## src/hw/rtl/kjg_pkg.sv

```systemverilog
package kjg_pkg;

    // default sizes
    localparam int KEY_SLOTS_DEF   = 6;
    localparam int PAD_COUNT_DEF   = 2;
    localparam int PAD_BUTTONS_DEF = 12;

    // width of the button word seen on the result channel
    localparam int WORD_W = 12;

    // event function codes
    localparam logic [2:0] FUNC_KEY_PRESS   = 3'd0;
    localparam logic [2:0] FUNC_KEY_RELEASE = 3'd1;
    localparam logic [2:0] FUNC_BTN_PRESS   = 3'd2;
    localparam logic [2:0] FUNC_BTN_RELEASE = 3'd3;
    localparam logic [2:0] FUNC_HAT         = 3'd4;
    localparam logic [2:0] FUNC_AXIS        = 3'd5;

    // axis select codes
    localparam logic [1:0] AXIS_X = 2'd0;
    localparam logic [1:0] AXIS_Y = 2'd1;

    // configuration register indexes
    localparam logic [1:0] CFG_PAD0_AXIS_AS_HAT = 2'd0;
    localparam logic [1:0] CFG_PAD1_AXIS_AS_HAT = 2'd1;
    localparam logic [1:0] CFG_HAT_THRESHOLD    = 2'd2;

    localparam logic [6:0] HAT_THRESHOLD_RESET = 7'd30;

    // modifier usage codes
    localparam logic [7:0] KEY_LCTRL  = 8'hE0;
    localparam logic [7:0] KEY_LSHIFT = 8'd225;
    localparam logic [7:0] KEY_LALT   = 8'd226;
    localparam logic [7:0] KEY_RCTRL  = 8'hE4;
    localparam logic [7:0] KEY_RSHIFT = 8'd229;
    localparam logic [7:0] KEY_RALT   = 8'd230;

    // modifier byte bit positions
    localparam int MOD_LCTRL  = 0;
    localparam int MOD_LSHIFT = 1;
    localparam int MOD_LALT   = 2;
    localparam int MOD_RCTRL  = 4;
    localparam int MOD_RSHIFT = 5;
    localparam int MOD_RALT   = 6;

    // button word bit positions
    localparam int BTN_L     = 4;
    localparam int BTN_R     = 5;
    localparam int BTN_UP    = 8;
    localparam int BTN_DOWN  = 9;
    localparam int BTN_LEFT  = 10;
    localparam int BTN_RIGHT = 11;

    // hat field bit positions
    localparam int HAT_UP    = 0;
    localparam int HAT_RIGHT = 1;
    localparam int HAT_DOWN  = 2;
    localparam int HAT_LEFT  = 3;

    // key codes that drive pad 0 bits, bit i from entry i
    localparam int PAD_KEY_COUNT = 12;
    localparam logic [7:0] PAD_KEY_CODES [PAD_KEY_COUNT] = '{
        8'h07, 8'h09, 8'h08, 8'h15, 8'hE0, 8'hE4,
        8'h2C, 8'h28, 8'h52, 8'h51, 8'h50, 8'h4F
    };

    // one input item
    typedef struct packed {
        logic [2:0]         func;
        logic [7:0]         key_code;
        logic [7:0]         pad_index;
        logic [7:0]         button_index;
        logic [3:0]         hat_bits;
        logic [1:0]         axis_select;
        logic signed [15:0] axis_value;
    } kjg_event_t;

    // configuration seen by the pad state
    typedef struct packed {
        logic       pad0_axis_as_hat;
        logic       pad1_axis_as_hat;
        logic [6:0] hat_threshold;
    } kjg_cfg_t;

    // modifier bit for a usage code, zero for ordinary keys
    function automatic logic [6:0] mod_mask(input logic [7:0] code);
        logic [6:0] m;
        m = '0;
        case (code)
            KEY_LCTRL:  m[MOD_LCTRL]  = 1'b1;
            KEY_LSHIFT: m[MOD_LSHIFT] = 1'b1;
            KEY_LALT:   m[MOD_LALT]   = 1'b1;
            KEY_RCTRL:  m[MOD_RCTRL]  = 1'b1;
            KEY_RSHIFT: m[MOD_RSHIFT] = 1'b1;
            KEY_RALT:   m[MOD_RALT]   = 1'b1;
            default:    m = '0;
        endcase
        return m;
    endfunction

endpackage

```

## src/hw/rtl/kjg_if.sv

```systemverilog
// event channel
interface kjg_evt_if;
    logic               valid;
    logic               ready;
    logic [2:0]         func;
    logic [7:0]         key_code;
    logic [7:0]         pad_index;
    logic [7:0]         button_index;
    logic [3:0]         hat_bits;
    logic [1:0]         axis_select;
    logic signed [15:0] axis_value;

    modport source (
        output valid, func, key_code, pad_index, button_index, hat_bits,
               axis_select, axis_value,
        input  ready
    );
    modport sink (
        input  valid, func, key_code, pad_index, button_index, hat_bits,
               axis_select, axis_value,
        output ready
    );
endinterface

// result channel
interface kjg_status_if;
    logic        valid;
    logic        ready;
    logic [11:0] pad_a_buttons;
    logic [11:0] pad_b_buttons;
    logic [6:0]  modifier_bits;

    modport source (
        output valid, pad_a_buttons, pad_b_buttons, modifier_bits,
        input  ready
    );
    modport sink (
        input  valid, pad_a_buttons, pad_b_buttons, modifier_bits,
        output ready
    );
endinterface

// configuration write channel
interface kjg_cfg_if;
    logic       valid;
    logic       ready;
    logic [1:0] index;
    logic [6:0] data;

    modport source (
        output valid, index, data,
        input  ready
    );
    modport sink (
        input  valid, index, data,
        output ready
    );
endinterface

```

## src/hw/rtl/kjg_key_table.sv

```systemverilog
module kjg_key_table #(
    parameter int KEY_SLOTS = kjg_pkg::KEY_SLOTS_DEF
) (
    input  logic               clk,
    input  logic               rst_n,
    input  logic               update,
    input  kjg_pkg::kjg_event_t item,
    output logic [11:0]        key_bits,
    output logic [6:0]         modifier_bits
);
    import kjg_pkg::*;

    logic [7:0] slots_reg  [KEY_SLOTS];
    logic [7:0] slots_next [KEY_SLOTS];
    logic [6:0] mod_reg;
    logic [6:0] mod_next;

    // key press or release against modifiers and the slot table
    always_comb
    begin
        logic [6:0] mm;
        logic       press;
        logic       release_key;
        logic       done;
        mm          = mod_mask(item.key_code);
        press       = (item.func == FUNC_KEY_PRESS);
        release_key = (item.func == FUNC_KEY_RELEASE);
        done        = 1'b0;
        mod_next    = mod_reg;
        for (int k = 0; k < KEY_SLOTS; k++)
        begin
            slots_next[k] = slots_reg[k];
        end
        if (press || release_key)
        begin
            if (mm != '0)
            begin
                mod_next = press ? (mod_reg | mm) : (mod_reg & ~mm);
            end
            else
            begin
                // first empty slot on press, first match on release
                for (int k = 0; k < KEY_SLOTS; k++)
                begin
                    if (!done)
                    begin
                        if (press && slots_reg[k] == 8'd0)
                        begin
                            slots_next[k] = item.key_code;
                            done          = 1'b1;
                        end
                        else if (release_key && slots_reg[k] == item.key_code)
                        begin
                            slots_next[k] = 8'd0;
                            done          = 1'b1;
                        end
                    end
                end
            end
        end
    end

    // pad 0 bits from held keys and control modifiers
    always_comb
    begin
        key_bits = '0;
        for (int i = 0; i < PAD_KEY_COUNT; i++)
        begin
            for (int k = 0; k < KEY_SLOTS; k++)
            begin
                if (slots_next[k] == PAD_KEY_CODES[i])
                begin
                    key_bits[i] = 1'b1;
                end
            end
        end
        if (mod_next[MOD_LCTRL])
        begin
            key_bits[BTN_L] = 1'b1;
        end
        if (mod_next[MOD_RCTRL])
        begin
            key_bits[BTN_R] = 1'b1;
        end
    end

    assign modifier_bits = mod_next;

    // state registers
    always_ff @(posedge clk or negedge rst_n)
    begin
        if (!rst_n)
        begin
            mod_reg <= '0;
            for (int k = 0; k < KEY_SLOTS; k++)
            begin
                slots_reg[k] <= 8'd0;
            end
        end
        else if (update)
        begin
            mod_reg <= mod_next;
            for (int k = 0; k < KEY_SLOTS; k++)
            begin
                slots_reg[k] <= slots_next[k];
            end
        end
    end

endmodule

```

## src/hw/rtl/kjg_joy_state.sv

```systemverilog
module kjg_joy_state #(
    parameter int PAD_COUNT   = kjg_pkg::PAD_COUNT_DEF,
    parameter int PAD_BUTTONS = kjg_pkg::PAD_BUTTONS_DEF
) (
    input  logic                clk,
    input  logic                rst_n,
    input  logic                update,
    input  kjg_pkg::kjg_event_t item,
    input  kjg_pkg::kjg_cfg_t   cfg,
    output logic [11:0]         pad_a_word,
    output logic [11:0]         pad_b_word
);
    import kjg_pkg::*;

    logic [PAD_BUTTONS-1:0] joy_reg  [PAD_COUNT];
    logic [PAD_BUTTONS-1:0] joy_next [PAD_COUNT];
    logic signed [7:0]      ax_reg   [PAD_COUNT];
    logic signed [7:0]      ax_next  [PAD_COUNT];
    logic signed [7:0]      ay_reg   [PAD_COUNT];
    logic signed [7:0]      ay_next  [PAD_COUNT];
    logic [PAD_BUTTONS-1:0] bmask;
    logic signed [8:0]      thr_pos;
    logic signed [8:0]      thr_neg;

    // button decode, out of range indexes give no bit
    always_comb
    begin
        for (int b = 0; b < PAD_BUTTONS; b++)
        begin
            bmask[b] = (item.button_index == 8'(b));
        end
    end

    assign thr_pos = $signed({2'b00, cfg.hat_threshold});
    assign thr_neg = -thr_pos;

    // per pad event update, then axes to direction bits
    always_comb
    begin
        logic                   sel;
        logic                   hat_on;
        logic [PAD_BUTTONS-1:0] w;
        logic signed [7:0]      ax;
        logic signed [7:0]      ay;
        logic signed [8:0]      ax9;
        logic signed [8:0]      ay9;
        for (int p = 0; p < PAD_COUNT; p++)
        begin
            sel = (item.pad_index == 8'(p));
            w   = joy_reg[p];
            ax  = ax_reg[p];
            ay  = ay_reg[p];
            if (sel)
            begin
                case (item.func)
                    FUNC_BTN_PRESS:   w = w | bmask;
                    FUNC_BTN_RELEASE: w = w & ~bmask;
                    FUNC_HAT:
                    begin
                        w[BTN_UP]    = item.hat_bits[HAT_UP];
                        w[BTN_RIGHT] = item.hat_bits[HAT_RIGHT];
                        w[BTN_DOWN]  = item.hat_bits[HAT_DOWN];
                        w[BTN_LEFT]  = item.hat_bits[HAT_LEFT];
                    end
                    FUNC_AXIS:
                    begin
                        if (item.axis_select == AXIS_X)
                        begin
                            ax = item.axis_value[15:8];
                        end
                        else if (item.axis_select == AXIS_Y)
                        begin
                            ay = item.axis_value[15:8];
                        end
                    end
                    default: ;
                endcase
            end
            hat_on = (p == 0) ? cfg.pad0_axis_as_hat :
                     (p == 1) ? cfg.pad1_axis_as_hat : 1'b0;
            ax9 = $signed({ax[7], ax});
            ay9 = $signed({ay[7], ay});
            if (hat_on)
            begin
                w[BTN_LEFT]  = (ax9 < thr_neg);
                w[BTN_RIGHT] = (ax9 > thr_pos);
                w[BTN_UP]    = (ay9 < thr_neg);
                w[BTN_DOWN]  = (ay9 > thr_pos);
            end
            joy_next[p] = w;
            ax_next[p]  = ax;
            ay_next[p]  = ay;
        end
    end

    // result words
    assign pad_a_word = joy_next[0][WORD_W-1:0];

    generate
        if (PAD_COUNT > 1)
        begin : g_pad_b
            assign pad_b_word = joy_next[1][WORD_W-1:0];
        end
        else
        begin : g_no_pad_b
            assign pad_b_word = '0;
        end
    endgenerate

    // state registers
    always_ff @(posedge clk or negedge rst_n)
    begin
        if (!rst_n)
        begin
            for (int p = 0; p < PAD_COUNT; p++)
            begin
                joy_reg[p] <= '0;
                ax_reg[p]  <= '0;
                ay_reg[p]  <= '0;
            end
        end
        else if (update)
        begin
            for (int p = 0; p < PAD_COUNT; p++)
            begin
                joy_reg[p] <= joy_next[p];
                ax_reg[p]  <= ax_next[p];
                ay_reg[p]  <= ay_next[p];
            end
        end
    end

endmodule

```

## src/hw/rtl/keyboard_joystick_to_gamepad_unit.sv

```systemverilog
// channel   role    handshake        payload
// evt       sink    valid / ready    func, key_code, pad_index, button_index,
//                                    hat_bits, axis_select, axis_value
// status    source  valid / ready    pad_a_buttons, pad_b_buttons, modifier_bits
// cfg       sink    valid / ready    index, data
//
// One item per cycle sustained while status is not stalled; status valid follows
// evt acceptance through the input register, then the result register.
// The key table and pad state update in the same cycle the item leaves the
// input register, so the next item sees them at once.
// Reset clears the key table, modifiers, pad words, axes and configuration
// (threshold 30). A stalled status channel holds the result register and,
// once the input register is also full, drops evt ready. cfg is always ready.
module keyboard_joystick_to_gamepad_unit #(
    parameter int KEY_SLOTS   = kjg_pkg::KEY_SLOTS_DEF,
    parameter int PAD_COUNT   = kjg_pkg::PAD_COUNT_DEF,
    parameter int PAD_BUTTONS = kjg_pkg::PAD_BUTTONS_DEF
) (
    input  logic         clk,
    input  logic         rst_n,
    kjg_evt_if.sink      evt,
    kjg_status_if.source status,
    kjg_cfg_if.sink      cfg
);
    import kjg_pkg::*;

    logic        evt_valid_reg;
    logic        evt_valid_next;
    kjg_event_t  evt_reg;
    logic        status_valid_reg;
    logic        status_valid_next;
    logic [11:0] pad_a_reg;
    logic [11:0] pad_b_reg;
    logic [6:0]  mod_reg;
    kjg_cfg_t    cfg_reg;
    logic        advance;
    logic        evt_take;
    logic [11:0] key_bits;
    logic [6:0]  mod_bits;
    logic [11:0] pad_a_word;
    logic [11:0] pad_b_word;

    // handshake control
    assign advance           = evt_valid_reg && (!status_valid_reg || status.ready);
    assign evt.ready         = !evt_valid_reg || advance;
    assign evt_take          = evt.valid && evt.ready;
    assign evt_valid_next    = evt_take || (evt_valid_reg && !advance);
    assign status_valid_next = advance || (status_valid_reg && !status.ready);
    assign cfg.ready         = 1'b1;

    // keyboard side
    kjg_key_table #(
        .KEY_SLOTS (KEY_SLOTS)
    ) u_key_table (
        .clk           (clk),
        .rst_n         (rst_n),
        .update        (advance),
        .item          (evt_reg),
        .key_bits      (key_bits),
        .modifier_bits (mod_bits)
    );

    // joystick side
    kjg_joy_state #(
        .PAD_COUNT   (PAD_COUNT),
        .PAD_BUTTONS (PAD_BUTTONS)
    ) u_joy_state (
        .clk        (clk),
        .rst_n      (rst_n),
        .update     (advance),
        .item       (evt_reg),
        .cfg        (cfg_reg),
        .pad_a_word (pad_a_word),
        .pad_b_word (pad_b_word)
    );

    // control registers
    always_ff @(posedge clk or negedge rst_n)
    begin
        if (!rst_n)
        begin
            evt_valid_reg    <= 1'b0;
            status_valid_reg <= 1'b0;
        end
        else
        begin
            evt_valid_reg    <= evt_valid_next;
            status_valid_reg <= status_valid_next;
        end
    end

    // configuration registers
    always_ff @(posedge clk or negedge rst_n)
    begin
        if (!rst_n)
        begin
            cfg_reg.pad0_axis_as_hat <= 1'b0;
            cfg_reg.pad1_axis_as_hat <= 1'b0;
            cfg_reg.hat_threshold    <= HAT_THRESHOLD_RESET;
        end
        else if (cfg.valid)
        begin
            case (cfg.index)
                CFG_PAD0_AXIS_AS_HAT: cfg_reg.pad0_axis_as_hat <= cfg.data[0];
                CFG_PAD1_AXIS_AS_HAT: cfg_reg.pad1_axis_as_hat <= cfg.data[0];
                CFG_HAT_THRESHOLD:    cfg_reg.hat_threshold    <= cfg.data;
                default: ;
            endcase
        end
    end

    // input item register
    always_ff @(posedge clk)
    begin
        if (evt_take)
        begin
            evt_reg.func         <= evt.func;
            evt_reg.key_code     <= evt.key_code;
            evt_reg.pad_index    <= evt.pad_index;
            evt_reg.button_index <= evt.button_index;
            evt_reg.hat_bits     <= evt.hat_bits;
            evt_reg.axis_select  <= evt.axis_select;
            evt_reg.axis_value   <= evt.axis_value;
        end
    end

    // result register
    always_ff @(posedge clk)
    begin
        if (advance)
        begin
            pad_a_reg <= key_bits | pad_a_word;
            pad_b_reg <= pad_b_word;
            mod_reg   <= mod_bits;
        end
    end

    assign status.valid         = status_valid_reg;
    assign status.pad_a_buttons = pad_a_reg;
    assign status.pad_b_buttons = pad_b_reg;
    assign status.modifier_bits = mod_reg;

endmodule
```

## src/flat_wrapper.sv

```systemverilog
// flat-port wrapper written by rule: the top's interface ports become plain ports
module keyboard_joystick_to_gamepad_unit_flat import kjg_pkg::*;
#(
    parameter int KEY_SLOTS   = kjg_pkg::KEY_SLOTS_DEF,
    parameter int PAD_COUNT   = kjg_pkg::PAD_COUNT_DEF,
    parameter int PAD_BUTTONS = kjg_pkg::PAD_BUTTONS_DEF
)
  (clk, rst_n, evt_valid, evt_func, evt_key_code, evt_pad_index, evt_button_index, evt_hat_bits, evt_axis_select, evt_axis_value, evt_ready, status_valid, status_pad_a_buttons, status_pad_b_buttons, status_modifier_bits, status_ready, cfg_valid, cfg_index, cfg_data, cfg_ready);
  kjg_evt_if evt_i ();
  kjg_status_if status_i ();
  kjg_cfg_if cfg_i ();
  input  logic clk;
  input  logic rst_n;
  input wire logic [$bits(evt_i.valid)-1:0] evt_valid;
  input wire logic [$bits(evt_i.func)-1:0] evt_func;
  input wire logic [$bits(evt_i.key_code)-1:0] evt_key_code;
  input wire logic [$bits(evt_i.pad_index)-1:0] evt_pad_index;
  input wire logic [$bits(evt_i.button_index)-1:0] evt_button_index;
  input wire logic [$bits(evt_i.hat_bits)-1:0] evt_hat_bits;
  input wire logic [$bits(evt_i.axis_select)-1:0] evt_axis_select;
  input wire logic [$bits(evt_i.axis_value)-1:0] evt_axis_value;
  output wire logic [$bits(evt_i.ready)-1:0] evt_ready;
  output wire logic [$bits(status_i.valid)-1:0] status_valid;
  output wire logic [$bits(status_i.pad_a_buttons)-1:0] status_pad_a_buttons;
  output wire logic [$bits(status_i.pad_b_buttons)-1:0] status_pad_b_buttons;
  output wire logic [$bits(status_i.modifier_bits)-1:0] status_modifier_bits;
  input wire logic [$bits(status_i.ready)-1:0] status_ready;
  input wire logic [$bits(cfg_i.valid)-1:0] cfg_valid;
  input wire logic [$bits(cfg_i.index)-1:0] cfg_index;
  input wire logic [$bits(cfg_i.data)-1:0] cfg_data;
  output wire logic [$bits(cfg_i.ready)-1:0] cfg_ready;
  assign evt_i.valid = evt_valid;
  assign evt_i.func = evt_func;
  assign evt_i.key_code = evt_key_code;
  assign evt_i.pad_index = evt_pad_index;
  assign evt_i.button_index = evt_button_index;
  assign evt_i.hat_bits = evt_hat_bits;
  assign evt_i.axis_select = evt_axis_select;
  assign evt_i.axis_value = evt_axis_value;
  assign evt_ready = evt_i.ready;
  assign status_valid = status_i.valid;
  assign status_pad_a_buttons = status_i.pad_a_buttons;
  assign status_pad_b_buttons = status_i.pad_b_buttons;
  assign status_modifier_bits = status_i.modifier_bits;
  assign status_i.ready = status_ready;
  assign cfg_i.valid = cfg_valid;
  assign cfg_i.index = cfg_index;
  assign cfg_i.data = cfg_data;
  assign cfg_ready = cfg_i.ready;
  keyboard_joystick_to_gamepad_unit #(.KEY_SLOTS(KEY_SLOTS), .PAD_COUNT(PAD_COUNT), .PAD_BUTTONS(PAD_BUTTONS)) u_core (.clk(clk), .rst_n(rst_n), .evt(evt_i), .status(status_i), .cfg(cfg_i));
endmodule
```

## config.mk

```make
export PLATFORM = sky130hd
export DESIGN_NAME = keyboard_joystick_to_gamepad_unit_flat
export DESIGN_NICKNAME = d
export VERILOG_FILES = /design/src/hw/rtl/kjg_pkg.sv /design/src/hw/rtl/kjg_if.sv /design/src/hw/rtl/kjg_key_table.sv /design/src/hw/rtl/kjg_joy_state.sv /design/src/hw/rtl/keyboard_joystick_to_gamepad_unit.sv /design/src/flat_wrapper.sv
export SDC_FILE = /design/constraint.sdc
export NUM_CORES = 1
export LEC_CHECK = 0
export BUFFER_PORTS_ARGS = -buffer_cell sky130_fd_sc_hd__buf_2
export CAP_MARGIN = 20
export CELL_PAD_IN_SITES_DETAIL_PLACEMENT = 0
export CELL_PAD_IN_SITES_GLOBAL_PLACEMENT = 1
export CORE_MARGIN = 2
export CORE_UTILIZATION = 43
export CTS_CLUSTER_SIZE = 40
export DETAILED_ROUTE_END_ITERATION = 6
export PLACE_DENSITY = 0.81
export SETUP_SLACK_MARGIN = 0.05
export SKIP_LAST_GASP = 1
export SYNTH_ARGS = -nofsm -noshare
export SYNTH_HDL_FRONTEND = slang
export SYNTH_SLANG_ARGS = --single-unit
```

## constraint.sdc

```tcl
create_clock -name clk -period 3.5 [get_ports clk]
set_clock_uncertainty 0.1 [all_clocks]
set_input_delay 0.525 -clock clk [delete_from_list [all_inputs] [get_ports clk]]
set_output_delay 0.525 -clock clk [all_outputs]
set_load 0.02 [all_outputs]
```

==> flow_summary.toml <==
[power]
leakage_uw = 0.007392
peakVddDrop_v = 0.0003699
power_frac_seq_pct = 33.8
netSwitchingPower_uw = 3506
switching_share_pct = 38.42
pwr-share-clk_pct = 22.2
internal_power_uw = 5618
power_density_nw_per_um2 = 539.6
power.total_uw = 9124
combPwrFrac_pct = 44.0

[global_routing]
grt_overflow = 0
grt_max_degree = 100
grt_antenna_before_repair = 0
grt.total_usage_pct = 26.90
grt_pass1_vias = 11355
grt_pass1_wl_um = 62850

[yosys]
synthFlopType = "dfrtp_1"
ys_ff_latch = 192
synth-compound-area-share_pct = 18.37
synth_xor_area_share_pct = 3.740
yosys.area_share.simple_pct = 21.38
ys_warn_count = 0
synthCells = 1326
seq_area_frac_synth_pct = 41.61
syn-cell-area_um2 = 12410
synth_edf_count = 71
synth_fa_ha_area_share_pct = 6.149
synth_nets = 1450
synthMuxAreaShare_pct = 4.879
ys_types = 85
synth_top_family_by_area = "simple AND/OR/NAND/NOR gates"
avgSynthCellArea_um2 = 9.361
async_reset_ff_share_pct = 63.02

[drt]
routed-wl-met3_um = 2803
wl_met1_um = 18400
dr_wl_met2_um = 19260
drtIter0Drc = 979
antenna_left = 0
top_layer_used = "met4"
dr.pass1.iters = 5
vias = 11761
wl_per_cell_um = 20.54
drc = 0
viasPerCell = 5.771
routed_wl_um = 41860

[place]
dpl_worst_slack_ns = -0.3401
postPlaceCellArea_um2 = 14850
globalplace.congestion = 1.021
hpwlAfterDp_um = 30390
port_buffers = 86

[clocking]
cts_tree = "done"
cts.root.buffer_cell = "clkbuf_16"
clk_pin_slew_ns = 0.08
cts_max_path_buffers = 2
cts.htree.levels = 4
hold_buffers = 0
cts_sinks = 192
clk-insertion-delay-late_ns = 0.46
cts_buffers = 17

[final_layout]
final_cell_area_um2 = 16910
drive_above_1_share_pct = 36.70
fill_cells = 2500
seqCellArea_um2 = 5166
finalNetCount = 1765
insertedDiodeCount = 0
multiInputGateArea_um2 = 7752
area_delta_synth_final_pct = 36.21
largest_reg_flops = 48

[critical_path]
path_class = "register to register"
required_ns = 3.61
cp-start-kind = "register"
critical_path_arrival_ns = 3.76
cp_slowest_cell = "edfxtp_1"
slowest_delay_ns = 0.42
end_kind = "register"
critPathMaxFanout = 3
cp_cell_sequence = "nor4_4, nand3b_1, nor2_1, nand2_1, mux2_4, ha_4, nor2b_1, o21a_1, o21a_1, o21ai_2, a21oi_2, a21oi_2, o221ai_2, a211oi_2, nand3_1"

[floorplanning]
ios = 97
rows = 62
start_util_pct = 43.48
die_x_um = 173.9
die_h_um = 173.9
die_area_um2 = 30240
core_area_um2 = 28550

[job]
max_cap_viol_count = 0

[status]
status = "finished, violations left"
violations = "setup timing"

[sta]
setup_viol = 3
slew_viol_final = 0
fin_ws_ns = -0.1565
relSlewSlack_pct = 34.42
fmaxAchievable_mhz = 273.5
post-route-period-util_pct = 104.5
timing_hold_violations_final = 0
rsz0062_at_grt = "yes"
period_needed_ns = 3.657
worstMarginPinSlew_ns = 0.9837

[min_path]
hold_path.class = "primary input to async pin"
## timing repair
item	4_1_cts	5_1_grt
resized for setup	64	135
endpoints found under the setup margin	21	21
pin swaps	23	84
gates cloned	0	4
setup buffers	20	31
## final timing paths
kind	depth (start not counted)	startpoint	end	slack, ns
hold / removal	1	rst_n	u_core.u_key_table.slots_reg[29]	0.003
hold reg to reg	2	u_core.u_joy_state.ay_reg[12]	u_core.u_joy_state.ay_reg[12]	0.37
max in group asynchronous	2	rst_n	u_core.cfg_reg[1]	2.53
setup / recovery	15	u_core.evt_reg[35]	u_core.status.pad_a_buttons[9]	-0.16
setup reg to reg	15	u_core.evt_reg[35]	u_core.status.pad_a_buttons[9]	-0.16
min in group clk	1	evt_axis_value[13]	u_core.evt_reg[13]	0.14
## layer usage
| layer | vias up | GRT usage, % |
|---|---|---|
| met1 | 5721 | 37.06 |
| met2 | 412 | 41.68 |
| li1 | 5542 | - |
| met4 | 0 | 10.05 |
| met3 | 86 | 5.818 |
| met5 | - | 0 |
## area by class of cell
type | instances | share of cell area [%]
multi-input cells | 1026 | 45.85
repair buffers | 366 | 16.37
clock buffers | 20 | 2.642
flip-flops and latches | 192 | 30.56
inverters | 38 | 0.8510
clock inverters | 12 | 0.8880
well taps | 384 | 2.842
## critical path: cells and delay by family, from the launching register on
kind | cells | cell delay (ns)
AO/OA/AOI/OAI | 7 | 1.28
flip-flops | 1 | 0.42
multiplexers | 1 | 0.36
adder cells (fa/ha/maj) | 1 | 0.22
AND/OR/NAND/NOR | 6 | 1.04
## per-stage QoR
stage	hold WS, ns	util, %	instances	setup TNS (ns)
3_3_place_gp	0.3517	52.02	1955	-1.209
3_5_place_dp	0.3566	52.02	1955	-1.513
4_1_cts	0.02306	55.57	2007	0
5_1_grt	0.04497	59.23	2038	-1.758
6_report	0.002802	59.23	2038	-0.2145
2_1_floorplan	0.1294	-	1326	0
## layout by cell type (no fill, tap or decap), drive strengths merged, types with 7 or more instances in the layout
cell type / Yosys / routed
clkbuf: 38 / 21
a32oi: 8 / 8
o21ai: 85 / 85
nand3: 45 / 45
or3: 10 / 10
a22o: 26 / 26
nor2: 61 / 61
and3: 9 / 9
a21oi: 37 / 37
nand2: 232 / 232
xor2: 41 / 41
nor4: 31 / 31
o21a: 29 / 29
nand4: 21 / 21
or2: 11 / 11
inv: 38 / 42
nand3b: 11 / 11
nor3: 36 / 36
nor3b: 7 / 7
a32o: 9 / 9
mux2i: 11 / 11
nor2b: 16 / 16
edfxtp: 71 / 71
mux2: 44 / 44
a211oi: 8 / 8
o31ai: 19 / 19
dfrtp: 117 / 117
a31oi: 19 / 19
xnor2: 12 / 12
nand2b: 16 / 16
a22oi: 23 / 23
ha: 61 / 61
buf: 32 / 365
## cells by family (layout without fill, tap and decap cells)
| kind of cell | count (synthesis) | after routing |
|---|---|---|
| AOI/OAI and AO/OA | 326 | 326 |
| xor gates and xnor gates | 53 | 53 |
| adders and majority gates | 61 | 61 |
| buffers and inverters | 108 | 436 |
| DFF | 192 | 192 |
| muxes | 55 | 55 |
| other | 2 | 2 |
| and+or+nand+nor | 529 | 529 |
## power by group through the flow
stage	registers (uW)	clock network, uW	logic (uW)
floorplan	3070	0	1880
global placement	3090	0	3300
detailed placement	3100	0	3320
CTS	3060	2060	3470
global route	3120	2160	4300
finish	3080	2030	4010
## synth_stat cells, types with 10 or more instances
| cell type | count | area, um^2 |
|---|---|---|
| dfrtp_1 | 117 | 2928 |
| nor2_1 | 60 | 225.2 |
| xor2_1 | 41 | 359.1 |
| buf_2 | 13 | 65.06 |
| o31ai_1 | 19 | 142.6 |
| o21a_1 | 29 | 217.7 |
| nor4_1 | 26 | 162.7 |
| nand2_1 | 232 | 870.8 |
| xnor2_1 | 12 | 105.1 |
| mux2i_1 | 11 | 110.1 |
| o21ai_0 | 84 | 420.4 |
| clkbuf_1 | 38 | 142.6 |
| a21oi_1 | 37 | 185.2 |
| nand3b_1 | 11 | 82.58 |
| a22o_1 | 25 | 219.0 |
| nor3_1 | 33 | 165.2 |
| nor2b_1 | 16 | 100.1 |
| buf_4 | 10 | 75.07 |
| nand2b_1 | 16 | 100.1 |
| inv_1 | 38 | 142.6 |
| ha_1 | 61 | 763.2 |
| edfxtp_1 | 71 | 2132 |
| nand4_1 | 20 | 125.1 |
| nand3_1 | 44 | 220.2 |
| a22oi_1 | 23 | 172.7 |
| a31oi_1 | 19 | 118.9 |
| mux2_2 | 44 | 495.5 |
No activity file was read; power rests on OpenSTA's default activity.
